### src/hdl/hgi_pkg.sv
// ============================================================================
// Hexalinear grid interpolator package
// Shared types, constants and saturation helpers for the interpolator.
// ============================================================================
package hgi_pkg;

    localparam int NUM_AXES        = 6;
    localparam int IDX_BITS        = 2;
    localparam int ADDR_BITS       = 12;
    localparam int DATA_W          = 32;
    localparam int CFG_W           = 3;
    localparam int CFG_IDX_W       = 3;
    localparam int QUEUE_DEPTH     = 2;
    localparam int DEF_AXIS_POINTS = 4;
    localparam int DEF_FRAC_BITS   = 16;
    localparam int WIDE_W          = 66;

    localparam logic [CFG_W-1:0] POINTS_RESET = 3'd4;

    localparam logic [1:0] ACT_COORD = 2'd0;
    localparam logic [1:0] ACT_TABLE = 2'd1;
    localparam logic [1:0] ACT_QUERY = 2'd2;

    typedef struct packed {
        logic [1:0]              action;
        logic [2:0]              axis;
        logic [1:0]              point_index;
        logic [ADDR_BITS-1:0]    table_address;
        logic signed [DATA_W-1:0] write_value;
        logic signed [DATA_W-1:0] query_x0;
        logic signed [DATA_W-1:0] query_x1;
        logic signed [DATA_W-1:0] query_x2;
        logic signed [DATA_W-1:0] query_x3;
        logic signed [DATA_W-1:0] query_x4;
        logic signed [DATA_W-1:0] query_x5;
    } in_word_t;

    typedef struct packed {
        logic signed [DATA_W-1:0] interpolated;
        logic                     extrapolated;
        logic                     degenerate_cell;
    } out_word_t;

    typedef enum logic [1:0] {
        OP_COORD,
        OP_TABLE,
        OP_QUERY
    } cmd_op_t;

    typedef struct packed {
        cmd_op_t  op;
        in_word_t word;
    } cmd_t;

    typedef struct packed {
        logic empty;
        logic full;
    } queue_status_t;

    typedef logic [NUM_AXES-1:0][CFG_W-1:0] points_t;

    function automatic logic signed [DATA_W-1:0] sat32(input logic signed [WIDE_W-1:0] v);
        logic signed [DATA_W-1:0] r;
        if (v > 66'sd2147483647) begin
            r = 32'sh7FFF_FFFF;
        end
        else if (v < -66'sd2147483648) begin
            r = 32'sh8000_0000;
        end
        else begin
            r = v[DATA_W-1:0];
        end
        return r;
    endfunction

endpackage

### src/hdl/hgi_queue.sv
// ============================================================================
// Command queue
// A short first-in first-out buffer between the front end and the sequencer.
// ============================================================================
module hgi_queue import hgi_pkg::*;
(
    input  logic          clk,
    input  logic          rst_n,
    input  logic          push,
    input  cmd_t          push_cmd,
    input  logic          pop,
    output cmd_t          head,
    output queue_status_t status
);

    localparam int PW = $clog2(QUEUE_DEPTH);
    localparam int CW = $clog2(QUEUE_DEPTH + 1);

    cmd_t            entry_reg [QUEUE_DEPTH];
    logic [PW-1:0]   wr_ptr_reg;
    logic [PW-1:0]   rd_ptr_reg;
    logic [CW-1:0]   count_reg;
    logic [CW-1:0]   count_next;

    assign status.empty = (count_reg == '0);
    assign status.full  = (count_reg == CW'(QUEUE_DEPTH));
    assign head         = entry_reg[rd_ptr_reg];
    assign count_next   = count_reg + CW'(push) - CW'(pop);

    always_ff @(posedge clk)
    begin
        if (push)
        begin
            entry_reg[wr_ptr_reg] <= push_cmd;
        end
    end

    always_ff @(posedge clk or negedge rst_n)
    begin
        if (!rst_n)
        begin
            wr_ptr_reg <= '0;
            rd_ptr_reg <= '0;
            count_reg  <= '0;
        end
        else
        begin
            if (push)
            begin
                wr_ptr_reg <= wr_ptr_reg + PW'(1);
            end
            if (pop)
            begin
                rd_ptr_reg <= rd_ptr_reg + PW'(1);
            end
            count_reg <= count_next;
        end
    end

endmodule

### config.mk
export PLATFORM = sky130hd
export DESIGN_NAME = hgi_queue
export DESIGN_NICKNAME = d
export VERILOG_FILES = /design/src/hdl/hgi_pkg.sv /design/src/hdl/hgi_queue.sv
export SDC_FILE = /design/constraint.sdc
export NUM_CORES = 1
export LEC_CHECK = 0
export BUFFER_PORTS_ARGS = -buffer_cell sky130_fd_sc_hd__buf_2
export CAP_MARGIN = 20
export CORE_AREA = 2 2 194 196
export DETAILED_ROUTE_END_ITERATION = 12
export DIE_AREA = 0 0 196 198
export PLACE_DENSITY = 0.76
export SLEW_MARGIN = 10
export SYNTH_ARGS = -nofsm -noshare
export SYNTH_HDL_FRONTEND = slang
export SYNTH_SLANG_ARGS = --single-unit
### constraint.sdc
create_clock -name clk -period 27.2 [get_ports clk]
set_clock_uncertainty 0.15 [all_clocks]
set_input_delay 1.36 -clock clk [delete_from_list [all_inputs] [get_ports clk]]
set_output_delay 1.36 -clock clk [all_outputs]
set_load 0.02 [all_outputs]
# Yosys cells after proc, flatten, opt, wreduce, memory -nomap -nowiden
# Memory sizes are Yosys's and may differ from the RTL's.
# Index checks and enable logic that the tools add are counted.
# totals
register_bits	4
wordCells	12
latchBits	0
mem_bits_rw	490
rom_bits	0
out_inout_bits	247
memories	1
# mem_list
memory	words	width	read_ports	rd_ports_with_merged_regs	wr	line_no	source
entry_reg	2	245	1	0	1	hgi_queue.sv:19	cmd_t entry_reg [QUEUE_DEPTH];
# op_classes
div	0
n_reduce_logical	1
muxes	2
shift	0
add_sub_neg	4
n_mul	0
bitwise_logic	0
n_eq_ne	1
n_lt_le_gt_ge	0
# op_table
operator	n
adder 1 bit (second input constant)	2
adder 2 x 1 -> 2 bit	1
equality test 2 bit (second input constant)	1
logical NOT 2 bit	1
2-to-1 mux 1 bit	2
subtractor 2 x 1 -> 2 bit	1

# Depth between registers and ports, before layout
# depth
word_depth	2
mapped_depth	5
ltp_nobuf	5

# Least setup slack after synthesis
# OpenSTA, ideal clock, no wires.
# synth_timing
kind	in2reg
start	input push
end	memory entry_reg[0][0] in the netlist's numbering, enable pin
slack_ps	14260
t_arrival_ps	11906
required_time_ps	26166
n_path_buf	0
stages	1
cell_sequence	nor2b_1
# synth_via
elab_chain_cells	2
# synth_lines
element	line_no	source
start, declared	hgi_queue.sv:9	input logic push,
2-to-1 mux 1 bit	hgi_queue.sv:32	if (push)
2-to-1 mux 1 bit (not written as such)	hgi_queue.sv:34	entry_reg[wr_ptr_reg] <= push_cmd;
end, declared	hgi_queue.sv:19	
# Every way passes these cells.

==> qor.yml <==
run_status:
  status: "finished, final reports clean"
power_and_ir_drop:
  cellPowerDensity_nw_per_um2: 110
  ir_worst_vdd_uv: 83.9
  pwr-share-seq: 0.431
  p_leak_nw: 8.41
  p_int_mw: 1.67
  swShare: 0.320
  finalPower_mw: 2.46
  p_sw_mw: 0.788
  pwr-share-clk: 0.258
  combinationalPowerShare: 0.311
global_routing:
  gr-total-overflow: 0
  grt_pass1_wl_mm: 54.8
  grt_usage: 0.190
  grt_max_degree: 180
  antenna_found_initial: 11
  grt_pass1_vias: 9678
floorplan:
  num_io_pins: 496
  row_count: 71
  die-area_um2: 38800
  core-area_um2: 37000
  fp.dieH_um: 198
  die_x_um: 196
  initial_utilization: 0.488
route:
  ant_nets: 0
  drt_pass1_iterations: 4
  wl_per_cell_um: 20.8
  drt-initial-drc-count: 490
  routed_wl_mm: 38.0
  drc: 0
  via_per_inst: 5.08
  vias: 9277
placement:
  place_area_um2: 20800
  gp_congestion: 0.780
  place_ws_ns: 22.49
  dp_hpwl_mm: 25.8
  place_inst: 1727
  port_buffers: 495
worst_setup_path:
  max_stage_delay_ns: 0.91
  r2r-end: "entry_reg[1][4]"
  cp-start-kind: "register"
  cp_max_fo: 76
  crit_buf_inv: 3
  crit_family: "buffers and inverters"
  crit_path_top_delay_cell: "dfrtp_4"
  crit_path_cell_trace: "buf_4 -> buf_4 -> mux2_2 -> buf_2"
  worst_r2r_path_depth: 3
  path_class: "register to output pin"
  end_kind: "output pin"
  reg2reg_slack_ns: 23.92
  startpoint: "rd_ptr_reg"
  rr_startpoint: "wr_ptr_reg"
  worstPathArrival_ns: 3.77
  worstPathRequired_ns: 25.69
  worst_path_most_repeated_cell: "buf_4"
clock_network:
  htree_levels: 2
  post_cts_resized: 0
  clock_sinks: 494
  clk_pin_slew_ns: 0.06
  clk_latency_ns: 0.57
  clockRootBuffer: "clkbuf_16"
  cts_tree: "yes"
  cts_hold_buf: 0
  post_cts_buffers: 0
  numCtsBuffers: 49
  clk_path_buf_depth: 3
yosys:
  syn_area_per_cell_um2: 23.2
  syn-cell-area_um2: 18000
  syn_inst: 777
  synthMuxAreaShare: 0.153
  yosys-top-cells-area: "edfxtp_1 82%, mux2_2 15%, clkbuf_8 1.5%, dfrtp_1 0.56%, buf_6 0.50%"
  synth-seq-cells: 494
  seq_area_frac_synth: 0.822
  synth_area_leader_cell: "edfxtp_1"
  synth-xor-area-share: 0.00229
  synth_top_area_frac: 0.816
  synth-simple-area-share: 0.00125
  yosysWarnings: 0
  synth_nets: 1028
  synth_top_family_by_area: "multiplexers"
  synth-compound-area-share: 0
  synth_fa_ha_area_frac: 0.00139
  ys_types: 12
worst_hold_path:
  worstHoldPathType: "register to register"
  worstHoldStart: "wr_ptr_reg"
  worstHoldEndpoint: "wr_ptr_reg"
  whs_path_depth: 1
layout:
  post-route-util: 0.606
  fill_cells: 2654
  stdcell_area_um2: 22400
  syn_to_final_growth_pct: 24.2
  nets: 1555
  most-common-layout-cells: "495 x buf_2, 490 x edfxtp_1, 245 x mux2_2"
  largest_register_ffs: 490
  final_cell_count_no_fill: 1826
  layout_commonest_cell: "buf_2"
  drive_gt1_frac: 0.611
timing:
  fin_ws_ns: 21.92
  slew_viol_final: 0
  tightest_slew_ns: 1.11
  finalCritPeriodShare: 0.194
  finalSetupViolCount: 0
  slew_headroom: 0.262
  fin_setup_tns_ns: 0
  fin_hold_ws_ns: 0.407
  hold_viol_final: 0
  rsz0062_at_grt: "no"
  fmax_mhz: 189
  fin_crit_ns: 5.28
run:
  maxCapViolCount: 0
worst register-to-register path: stages, from the launching register on:
cell     delay [ns]
dfrtp_1        0.42
and2_4         0.61
buf_4          0.82
buf_4          0.87
synth_stat cells (all sizes together):
cell    count
xor3        1
nor2b       2
buf         8
edfxtp    490
xor2        2
mux2      245
ha          2
nor2        1
clkbuf     19
inv         2
and2        1
dfrtp       4
power groups by stage:
stage	sequential (mW)	combinational, mW	clock, mW
after global routing	1.07	0.809	0.676
final	1.06	0.765	0.635
after global placement	1.07	0.765	0
after CTS	1.06	0.775	0.651
after detailed placement	1.08	0.771	0
after floorplan	1.10	0.568	0
final cells by class:
| cell class | count | area, µm² | area share |
|---|---|---|---|
| clock buffer | 60 | 1310 | 0.0585 |
| antenna | 11 | 27.5 | 0.00123 |
| clock inverter | 28 | 215 | 0.00962 |
| inverter | 2 | 7.51 | 0.000335 |
| multi-input combinational | 254 | 2860 | 0.128 |
| tap | 474 | 593 | 0.0265 |
| sequential | 494 | 14800 | 0.662 |
| timing repair buffer | 503 | 2550 | 0.114 |
metal layers:
metal,track usage,up-vias,share of wire
met4,0.0853,6,0.028
met3,0.0623,73,0.097
li1,-,4191,-
met1,0.213,4577,0.36
met2,0.330,430,0.52
met5,0,-,0.0010
cells by family (layout without fill, tap and decap cells):
family                   count (synthesis)  in the layout
adder cells (fa/ha/maj)                  2              2
flip-flops                             494            494
XOR/XNOR                                 3              3
buffers and inverters                   29            593
multiplexers                           245            245
AND/OR/NAND/NOR                          4              4
other                                    0             11
worst max-delay path by stage:
stage	to	slack [ns]	cells after the start
after CTS	head[36]	21.85	4
after global placement	head[0]	22.54	4
after global routing	head[36]	21.75	4
after detailed placement	head[36]	22.49	4
after floorplan	entry_reg[0][0]	14.26	1
final	head[36]	21.92	4
Power figures use the tool's default switching activity.
